--- src/rtl/vigenere_cipher_stream_assert.svh ---
// Assertion macros for the Vigenere cipher stream block.
`ifndef VIGENERE_CIPHER_STREAM_ASSERT_SVH
`define VIGENERE_CIPHER_STREAM_ASSERT_SVH

// Same-cycle implication, sampled on clk, off during reset.
`define VCS_ASSERT_IMP(lbl, ante, cons) \
	lbl: assert property (@(posedge clk) disable iff (!arst_n) (ante) |-> (cons)) \
		else $error("vigenere_cipher_stream: same-cycle check failed");

// Next-cycle implication, sampled on clk, off during reset.
`define VCS_ASSERT_NXT(lbl, ante, cons) \
	lbl: assert property (@(posedge clk) disable iff (!arst_n) (ante) |=> (cons)) \
		else $error("vigenere_cipher_stream: next-cycle check failed");

`endif

--- src/rtl/vcs_pkg.sv ---
// Shared types, alphabet tables and lookup functions for the Vigenere cipher stream.
`timescale 1ns / 1ps

package vcs_pkg;

	localparam int KEY_DEPTH_DEF = 64;

	localparam logic [1:0] OP_LOAD = 2'd0;
	localparam logic [1:0] OP_ENC  = 2'd1;
	localparam logic [1:0] OP_DEC  = 2'd2;

	localparam logic [7:0] DOLLAR     = 8'h24;
	localparam logic [7:0] HIGH_BASE  = 8'hC0;
	localparam logic [7:0] HIGH_COUNT = 8'd64;
	localparam logic [7:0] DIGIT_IDX  = 8'd95;
	localparam logic [7:0] UPPER_IDX  = 8'd105;
	localparam logic [7:0] LOWER_IDX  = 8'd131;
	localparam logic [8:0] ALPHA_SIZE = 9'd157;

	localparam int PUNCT_COUNT = 31;
	localparam logic [7:0] PUNCT [PUNCT_COUNT] = '{
		8'h20, 8'h2E, 8'h2C, 8'h5F, 8'h3D, 8'h2B, 8'h3F, 8'h3E,
		8'h3C, 8'h0A, 8'h3B, 8'h3A, 8'h2F, 8'h21, 8'h2D, 8'h2A,
		8'h40, 8'h23, 8'h5E, 8'h25, 8'h7C, 8'h60, 8'h7E, 8'h27,
		8'h28, 8'h29, 8'h7B, 8'h7D, 8'h5B, 8'h5D, 8'h26
	};

	typedef struct packed {
		logic       ok;
		logic [7:0] idx;
	} idx_res_t;

	typedef struct packed {
		logic [1:0] op;
		logic [7:0] data;
	} item_t;

	typedef struct packed {
		logic       enc;
		logic       bad;
		logic [7:0] pi;
		logic [7:0] ki;
	} stage_t;

	function automatic idx_res_t idx_of(input logic [7:0] b);
		idx_res_t r;
		r.ok  = 1'b0;
		r.idx = '0;
		if (b >= HIGH_BASE) begin
			r.ok  = 1'b1;
			r.idx = b - HIGH_BASE;
		end else if (b >= 8'h30 && b <= 8'h39) begin
			r.ok  = 1'b1;
			r.idx = DIGIT_IDX + (b - 8'h30);
		end else if (b >= 8'h41 && b <= 8'h5A) begin
			r.ok  = 1'b1;
			r.idx = UPPER_IDX + (b - 8'h41);
		end else if (b >= 8'h61 && b <= 8'h7A) begin
			r.ok  = 1'b1;
			r.idx = LOWER_IDX + (b - 8'h61);
		end else begin
			for (int i = 0; i < PUNCT_COUNT; i++) begin
				if (b == PUNCT[i]) begin
					r.ok  = 1'b1;
					r.idx = HIGH_COUNT + 8'(i);
				end
			end
		end
		return r;
	endfunction

	function automatic logic [7:0] sym_of(input logic [7:0] idx);
		logic [7:0] s;
		logic [7:0] off;
		off = idx - HIGH_COUNT;
		if (idx < HIGH_COUNT)
			s = HIGH_BASE + idx;
		else if (idx < DIGIT_IDX)
			s = PUNCT[off[4:0]];
		else if (idx < UPPER_IDX)
			s = 8'h30 + (idx - DIGIT_IDX);
		else if (idx < LOWER_IDX)
			s = 8'h41 + (idx - UPPER_IDX);
		else
			s = 8'h61 + (idx - LOWER_IDX);
		return s;
	endfunction

endpackage

--- src/rtl/vcs_ram.sv ---
// Generic single-write, single-read RAM with registered read data.
`timescale 1ns / 1ps

module vcs_ram #(
	parameter int WIDTH = 8,
	parameter int DEPTH = 64,
	parameter int AW    = (DEPTH > 1) ? $clog2(DEPTH) : 1
) (
	input  logic             clk,
	input  logic             we,
	input  logic [AW-1:0]    waddr,
	input  logic [WIDTH-1:0] wdata,
	input  logic             re,
	input  logic [AW-1:0]    raddr,
	output logic [WIDTH-1:0] rdata
);

	logic [WIDTH-1:0] mem_q [DEPTH];

	always_ff @(posedge clk) begin
		if (we)
			mem_q[waddr] <= wdata;
		if (re)
			rdata <= mem_q[raddr];
	end

endmodule

--- src/rtl/vcs_keyctl.sv ---
// Key position tracking, key store write steering and post-reset clearing sweep.
`timescale 1ns / 1ps

module vcs_keyctl #(
	parameter int KEY_DEPTH = vcs_pkg::KEY_DEPTH_DEF,
	parameter int AW        = (KEY_DEPTH > 1) ? $clog2(KEY_DEPTH) : 1
) (
	input  logic          clk,
	input  logic          arst_n,
	input  logic          step,
	input  logic          load,
	input  logic [7:0]    data_byte,
	input  logic [5:0]    key_addr,
	input  logic          start_of_message,
	input  logic [6:0]    key_length,
	output logic          ram_we,
	output logic [AW-1:0] ram_waddr,
	output logic [7:0]    ram_wdata,
	output logic [AW-1:0] ram_raddr,
	output logic          clr_busy
);

	import vcs_pkg::*;

	localparam int LW = $clog2(KEY_DEPTH + 1);
	localparam int CW = (LW > 7) ? LW : 7;
	localparam int XW = (LW > 6) ? LW : 6;

	logic [AW-1:0] pos_q;
	logic [AW-1:0] clr_addr_q;
	logic          clr_busy_q;
	logic [CW-1:0] len_in;
	logic [CW-1:0] len_eff;
	logic [AW-1:0] cur;
	logic [CW-1:0] nxt;
	logic          addr_ok;

	always_comb begin
		len_in = CW'(key_length);
		if (key_length == 7'd0)
			len_eff = CW'(1);
		else if (len_in > CW'(KEY_DEPTH))
			len_eff = CW'(KEY_DEPTH);
		else
			len_eff = len_in;

		cur = start_of_message ? '0 : pos_q;
		if (CW'(cur) >= len_eff)
			cur = '0;
		nxt = CW'(cur) + CW'(1);
		if (nxt >= len_eff)
			nxt = '0;
	end

	assign addr_ok   = XW'(key_addr) < XW'(KEY_DEPTH);
	assign ram_we    = clr_busy_q || (load && addr_ok);
	assign ram_waddr = clr_busy_q ? clr_addr_q : AW'(key_addr);
	assign ram_wdata = clr_busy_q ? 8'h00 : data_byte;
	assign ram_raddr = cur;
	assign clr_busy  = clr_busy_q;

	always_ff @(posedge clk or negedge arst_n) begin
		if (!arst_n) begin
			pos_q      <= '0;
			clr_addr_q <= '0;
			clr_busy_q <= 1'b1;
		end else begin
			if (step)
				pos_q <= nxt[AW-1:0];
			if (clr_busy_q) begin
				clr_addr_q <= clr_addr_q + AW'(1);
				if (clr_addr_q == AW'(KEY_DEPTH - 1))
					clr_busy_q <= 1'b0;
			end
		end
	end

endmodule

--- src/rtl/vcs_core.sv ---
// Symbol index lookup stage and modular add stage with the result register.
`timescale 1ns / 1ps

module vcs_core (
	input  logic          clk,
	input  logic          arst_n,
	input  logic          v_s1,
	input  vcs_pkg::item_t item_s1,
	input  logic [7:0]    key_s1,
	input  logic          out_stall,
	output logic          s2_ready,
	output logic          out_valid,
	output logic [7:0]    out_byte,
	output logic          substituted
);

	import vcs_pkg::*;

	logic       v_s2;
	stage_t     st_s2;
	stage_t     st_d;
	idx_res_t   kres;
	idx_res_t   dres;
	logic       en_out;
	logic       out_valid_q;
	logic [7:0] out_byte_q;
	logic       subst_q;
	logic [8:0] sum;
	logic [8:0] red;

	assign en_out   = !out_valid_q || !out_stall;
	assign s2_ready = !v_s2 || en_out;

	always_comb begin
		kres      = idx_of(key_s1);
		dres      = idx_of(item_s1.data);
		st_d.enc  = (item_s1.op == OP_ENC);
		st_d.bad  = !kres.ok || !dres.ok ||
			(item_s1.op == OP_DEC && item_s1.data == DOLLAR);
		st_d.pi   = dres.idx;
		st_d.ki   = kres.idx;
	end

	always_comb begin
		if (st_s2.enc)
			sum = {1'b0, st_s2.pi} + {1'b0, st_s2.ki};
		else
			sum = {1'b0, st_s2.pi} + ALPHA_SIZE - {1'b0, st_s2.ki};
		red = (sum >= ALPHA_SIZE) ? sum - ALPHA_SIZE : sum;
	end

	always_ff @(posedge clk or negedge arst_n) begin
		if (!arst_n) begin
			v_s2        <= 1'b0;
			out_valid_q <= 1'b0;
		end else begin
			if (s2_ready)
				v_s2 <= v_s1;
			if (en_out)
				out_valid_q <= v_s2;
		end
	end

	always_ff @(posedge clk) begin
		if (s2_ready)
			st_s2 <= st_d;
		if (en_out) begin
			out_byte_q <= st_s2.bad ? DOLLAR : sym_of(red[7:0]);
			subst_q    <= st_s2.bad;
		end
	end

	assign out_valid   = out_valid_q;
	assign out_byte    = out_byte_q;
	assign substituted = subst_q;

endmodule

--- src/rtl/vigenere_cipher_stream.sv ---
// Top level of the Vigenere cipher stream: handshakes, input stage and key store.
// Takes one byte per clock cycle when the output side is not stalled and no clearing sweep
// runs; each accepted byte goes through the input stage (key store read), the index lookup
// stage and the modular add into the output register. Key loads and opcode 3 give no result.
// After reset the key store is cleared by a sweep over all KEY_DEPTH entries, one entry
// per cycle through the single RAM write port, during which in_stall is high;
// key_length writes are taken at any time but should only be made while idle.
`timescale 1ns / 1ps

`include "vigenere_cipher_stream_assert.svh"

module vigenere_cipher_stream #(
	parameter int KEY_DEPTH = vcs_pkg::KEY_DEPTH_DEF
) (
	input  logic       clk,
	input  logic       arst_n,
	input  logic       in_valid,
	output logic       in_stall,
	input  logic [1:0] opcode,
	input  logic [7:0] data_byte,
	input  logic [5:0] key_addr,
	input  logic       start_of_message,
	output logic       out_valid,
	input  logic       out_stall,
	output logic [7:0] out_byte,
	output logic       substituted,
	input  logic       cfg_valid,
	output logic       cfg_ready,
	input  logic [6:0] key_length
);

	import vcs_pkg::*;

	localparam int AW = (KEY_DEPTH > 1) ? $clog2(KEY_DEPTH) : 1;

	logic [6:0]    key_length_q;
	logic          accept;
	logic          is_data;
	logic          en_s1;
	logic          s2_ready;
	logic          v_s1;
	item_t         item_s1;
	logic [7:0]    key_s1;
	logic          ram_we;
	logic [AW-1:0] ram_waddr;
	logic [7:0]    ram_wdata;
	logic [AW-1:0] ram_raddr;
	logic          clr_busy;

	assign cfg_ready = 1'b1;
	assign is_data   = (opcode == OP_ENC) || (opcode == OP_DEC);
	assign en_s1     = !v_s1 || s2_ready;
	assign in_stall  = clr_busy || !en_s1;
	assign accept    = in_valid && !in_stall;

	always_ff @(posedge clk or negedge arst_n) begin
		if (!arst_n) begin
			key_length_q <= 7'd1;
			v_s1         <= 1'b0;
		end else begin
			if (cfg_valid && cfg_ready)
				key_length_q <= key_length;
			if (en_s1)
				v_s1 <= accept && is_data;
		end
	end

	always_ff @(posedge clk) begin
		if (en_s1) begin
			item_s1.op   <= opcode;
			item_s1.data <= data_byte;
		end
	end

	vcs_keyctl #(
		.KEY_DEPTH (KEY_DEPTH),
		.AW        (AW)
	) u_keyctl (
		.clk              (clk),
		.arst_n           (arst_n),
		.step             (accept && is_data),
		.load             (accept && opcode == OP_LOAD),
		.data_byte        (data_byte),
		.key_addr         (key_addr),
		.start_of_message (start_of_message),
		.key_length       (key_length_q),
		.ram_we           (ram_we),
		.ram_waddr        (ram_waddr),
		.ram_wdata        (ram_wdata),
		.ram_raddr        (ram_raddr),
		.clr_busy         (clr_busy)
	);

	vcs_ram #(
		.WIDTH (8),
		.DEPTH (KEY_DEPTH),
		.AW    (AW)
	) u_key_ram (
		.clk   (clk),
		.we    (ram_we),
		.waddr (ram_waddr),
		.wdata (ram_wdata),
		.re    (en_s1),
		.raddr (ram_raddr),
		.rdata (key_s1)
	);

	vcs_core u_core (
		.clk         (clk),
		.arst_n      (arst_n),
		.v_s1        (v_s1),
		.item_s1     (item_s1),
		.key_s1      (key_s1),
		.out_stall   (out_stall),
		.s2_ready    (s2_ready),
		.out_valid   (out_valid),
		.out_byte    (out_byte),
		.substituted (substituted)
	);

	`VCS_ASSERT_IMP(a_no_beat_in_sweep, clr_busy, !accept)
	`VCS_ASSERT_IMP(a_subst_dollar, out_valid && substituted, out_byte == DOLLAR)
	`VCS_ASSERT_IMP(a_plain_not_dollar, out_valid && !substituted, out_byte != DOLLAR)
	`VCS_ASSERT_NXT(a_s1_from_data, accept && !is_data, !v_s1)

endmodule
--- config.mk ---
export PLATFORM = sky130hd
export DESIGN_NAME = vigenere_cipher_stream
export DESIGN_NICKNAME = d
export VERILOG_FILES = /design/src/rtl/vcs_pkg.sv /design/src/rtl/vcs_ram.sv /design/src/rtl/vcs_keyctl.sv /design/src/rtl/vcs_core.sv /design/src/rtl/vigenere_cipher_stream.sv
export VERILOG_INCLUDE_DIRS = /design/src /design/src/rtl
export SDC_FILE = /design/constraint.sdc
export NUM_CORES = 1
export LEC_CHECK = 0
export ABC_CLOCK_PERIOD_IN_PS = 5920
export BUFFER_PORTS_ARGS = -buffer_cell sky130_fd_sc_hd__buf_2
export CAP_MARGIN = 20
export CORE_UTILIZATION = 40
export CTS_CLUSTER_DIAMETER = 200
export DETAILED_ROUTE_END_ITERATION = 12
export HOLD_SLACK_MARGIN = 0.03
export PLACE_DENSITY = 0.56
export SKIP_LAST_GASP = 1
export SYNTH_ARGS = -nofsm -noshare
export SYNTH_HDL_FRONTEND = slang
export SYNTH_SLANG_ARGS = --single-unit
export TNS_END_PERCENT = 10
--- constraint.sdc ---
create_clock -name clk -period 5.92 [get_ports clk]
set_input_delay 0.592 -clock clk [delete_from_list [all_inputs] [get_ports clk]]
set_output_delay 0.592 -clock clk [all_outputs]
set_load 0.05 [all_outputs]
==> impl_metrics.csv <==
group,metric,value,unit
global_routing,antenna_found_initial,5,
sta,max-slew-margin-rel,26.23,%
sta,post-route-period-util,92.55,%
routing,wl,81340,µm
clock_network,clk_pin_slew_worst_paths,0.06,ns
clock_network,cts_resized,0,
clock_network,postCtsSetupBuffers,0,
run,cap_violations,0,
floorplan,rows,97,
floorplan,initial_core_util,40.66,%
synth,synth_xor_area_share,0.9706,%
floorplan,die_y,269.5,µm
sta,final_hold_viol_count,0,
placed_design,place_congestion,0.8784,
sta,fmax,182.5,MHz
clock_network,cts_buffer_depth,3,
clock_network,htree_levels,2,
pwr,swShare,39.33,%
routing,wl_per_cell,23.13,µm
synth,synth_cells,2539,
global_routing,grt_pass1_vias,19496,
worst_setup_path,ff2ff_setup_slack,0.44,ns
synth,ys.flop_type,"edfxtp_1",
worst_setup_path,critPathMaxStageDelay,0.46,ns
sta,worstMarginPinSlew,1.107,ns
finish,drive_gt1_share,10.45,%
clock_network,cts_root_buffer,"clkbuf_16",
min_path,hold_end,"item_s1[0]$_DFFE_PN_",
synth,synth.avg_cell_area,11.27,µm²
synth,synth_compound_area_share,13.35,%
worst_setup_path,worstSetupPathType,"reg2reg",
clock_network,cts_tree,"built",
global_routing,grt_pass1_wl,122800,µm
placed_design,io_buffers,39,
pwr,p_seq_share,32.1,%
pwr,p_switching,0.005857,W
sta,finalSetupViolations,0,
placed_design,dp_hpwl,50850,µm
sta,setup_tns,0,ns
clock_network,cts_buffers,61,
pwr,p_per_area,467.1,nW/µm²
synth,syn_area,28620,µm²
clock_network,insertion_delay,0.64,ns
global_routing,grt_start_max_net_pins,188,
routing,ant_nets,0,
synth,synthSimpleGateAreaFrac,16.03,%
clock_network,cts_sinks,580,
min_path,hold_path.class,"in2reg",
global_routing,grt_usage,21.87,%
synth,synth_top_family_by_area,"simple AND/OR/NAND/NOR gates",
sta,rsz0062_at_grt,"no",
finish,instances_no_fill,3517,
synth,netlist_top_cells_area,"edfxtp_1 (58%), nand2_1 (4.3%), ha_1 (3.7%)",
placed_design,place_inst,3400,
finish,final_cell_mix,"edfxtp_1 (557), nand2_1 (329), nor2_1 (197), o21ai_0 (175), nor3_1 (163)",
floorplan,fp.dieW,269.5,µm
synth,synth_largest_area_cell,"edfxtp_1",
global_routing,overflow,0,
worst_setup_path,rr_endpoint,"u_core.out_byte[2]$_SDFFCE_PP1P_",
placed_design,place_area,29880,µm²
pwr,peakVddDrop,0.0004546,V
pwr,p_leak,10.85,nW
worst_setup_path,r2r_start,"u_core.st_s2[1]$_DFFE_PP_",
synth,synth-adder-area-share,3.856,%
min_path,hold_path_startpoint,"data_byte[0]",
sta,maxSlewViolCount,0,
routing,vias,20656,
routing,detail_route.first_pass.iterations,7,
finish,postLayoutCellArea,31880,µm²
finish,final_common_cell,"edfxtp_1",
synth,async_reset_ff_share,3.966,%
pwr,p_clk_share,25.5,%
worst_setup_path,required,6.27,ns
worst_setup_path,start_kind,"register",
synth,synthMuxAreaShare,2.199,%
sta,fin_crit,5.479,ns
pwr,power.internal,0.009036,W
finish,synthToLayoutAreaGrowth,11.41,%
worst_setup_path,end_kind,"register",
synth,syn-num-nets,2655,
pwr,power,0.01489,W
worst_setup_path,worstRegToRegCells,19,
synth,synth-edff-count,557,
finish,fill_cells,6487,
synth,ys.warnings.count,0,
sta,finClkSkew,0.02743,ns
routing,drc,0,
routing,drt-initial-drc-count,1989,
synth,synth.distinct_cells,107,
worst_setup_path,crit_buf_inv,2,
pwr,comb_power_share,42.3,%
worst_setup_path,cp_slowest_cell,"edfxtp_1",
min_path,hold_depth,1,
worst_setup_path,cp_cell_sequence,"ha_1 -> inv_1 -> ha_1 -> fa_1 -> a211o_1 -> a31oi_1 -> o311ai_1 -> a211oi_2 -> a21boi_4 -> nor2_4 -> a211o_1 -> xnor2_1 -> ha_1 -> inv_1 -> o21ai_2 -> a31oi_4 -> or3_4 -> nor4_1 -> a211oi_1",
synth,seq_area_frac_synth,60.46,%
synth,netlist.area_leader.share,58.44,%
worst_setup_path,cp.arrival,5.83,ns
floorplan,die_area,72620,µm²
run_status,outcome,"completed",
finish,fin_nets,2640,
floorplan,core,70390,µm²
routing,via_per_inst,5.873,
worst_setup_path,crit_fanout,7,
finish,finalCoreUtilization,45.30,%
synth,ys_ff_latch,580,
worst_setup_path,cp_top_family,"compound AO/OA/AOI/OAI gates",
floorplan,num_io_pins,41,
worst_setup_path,cp_common_cell,"ha_1",
## sequential cells by signal (all words and copies together), names as in the netlist
signal and flops:
u_key_ram.rdata 8, u_core.substituted 1, u_core.v_s2 1, u_core.out_valid 1
u_key_ram.mem_q 512, u_core.st_s2 18, item_s1 10, u_keyctl.clr_addr_q 6
u_keyctl.clr_busy 1, v_s1 1, u_keyctl.pos_q 6, u_core.out_byte 8
key_length_q 7
## synth_stat cells (all sizes together), types with 27 or more instances
master / n
or3: 50
nand2: 330
o21ai: 181
and3: 44
a311oi: 42
nand3: 88
o22ai: 53
nor2: 201
o211ai: 33
nand2b: 30
clkbuf: 138
buf: 27
a21oi: 96
nor3: 163
inv: 61
edfxtp: 557
nor2b: 31
ha: 85
mux2: 37
## final cells by class
| class | instances | area (µm²) | area share (%) |
|---|---|---|---|
| multi-input cells | 1728 | 10540 | 33.05 |
| flip-flops and latches | 580 | 17300 | 54.27 |
| well taps | 940 | 1176 | 3.689 |
| diodes | 3 | 7.507 | 0.02355 |
| clock inverters | 40 | 410.4 | 1.287 |
| inverters | 66 | 257.7 | 0.8084 |
| clock buffers | 73 | 1572 | 4.929 |
| repair buffers | 87 | 620.6 | 1.946 |
## cells by family after synthesis
family / after synthesis
simple gates: 984
flops: 580
compound gates: 572
buf+inv: 231
fa+ha+maj: 87
mux: 57
xor+xnor: 27
other cells: 1
## per-layer routing
layer / global-route usage (%) / up-vias / part of all wire, %
met5: 0 / - / 0.014
met4: 5.502 / 2 / 2.0
met3: 3.740 / 95 / 7.2
met2: 32.62 / 744 / 45
met1: 32.86 / 10298 / 46
li1: - / 9517 / -
## power groups by stage
stage                     combinational (W)  clock [W]  sequential, W
after global placement              0.00622          0        0.00486
after floorplan                     0.00455          0        0.00486
final                               0.00631    0.00380        0.00478
after detailed placement            0.00619          0        0.00487
after CTS                           0.00623    0.00386        0.00478
after global routing                0.00688    0.00401        0.00480
## how the worst max path moves through the flow
stage	start	endpoint	cells after the start
after global placement	u_core.st_s2[1]$_DFFE_PP_	u_core.out_byte[2]$_SDFFCE_PP1P_	19
after floorplan	start_of_message	u_keyctl.pos_q[3]$_DFFE_PN0P_	27
final	u_core.st_s2[1]$_DFFE_PP_	u_core.out_byte[2]$_SDFFCE_PP1P_	19
after detailed placement	u_core.st_s2[1]$_DFFE_PP_	u_core.out_byte[2]$_SDFFCE_PP1P_	19
after global routing	u_core.st_s2[1]$_DFFE_PP_	u_core.out_byte[5]$_SDFFCE_PP1P_	20
after CTS	u_core.st_s2[1]$_DFFE_PP_	u_core.out_byte[2]$_SDFFCE_PP1P_	19
## metrics by stage
stage               hold WS (ns)  setup slack (ns)
floorplan                 0.2964            0.7745
global placement          0.4590            0.5817
detailed placement        0.4641            0.4657
CTS                       0.1456            0.4332
global route              0.1533            0.1159
finish                    0.1684            0.4410
## what timing repair did
item,in CTS,in global routing
hold buffers,1,0
endpoints found under the hold margin,15,0
setup endpoints to repair,0,0
Note: power is estimated with default switching activity, not from simulation.
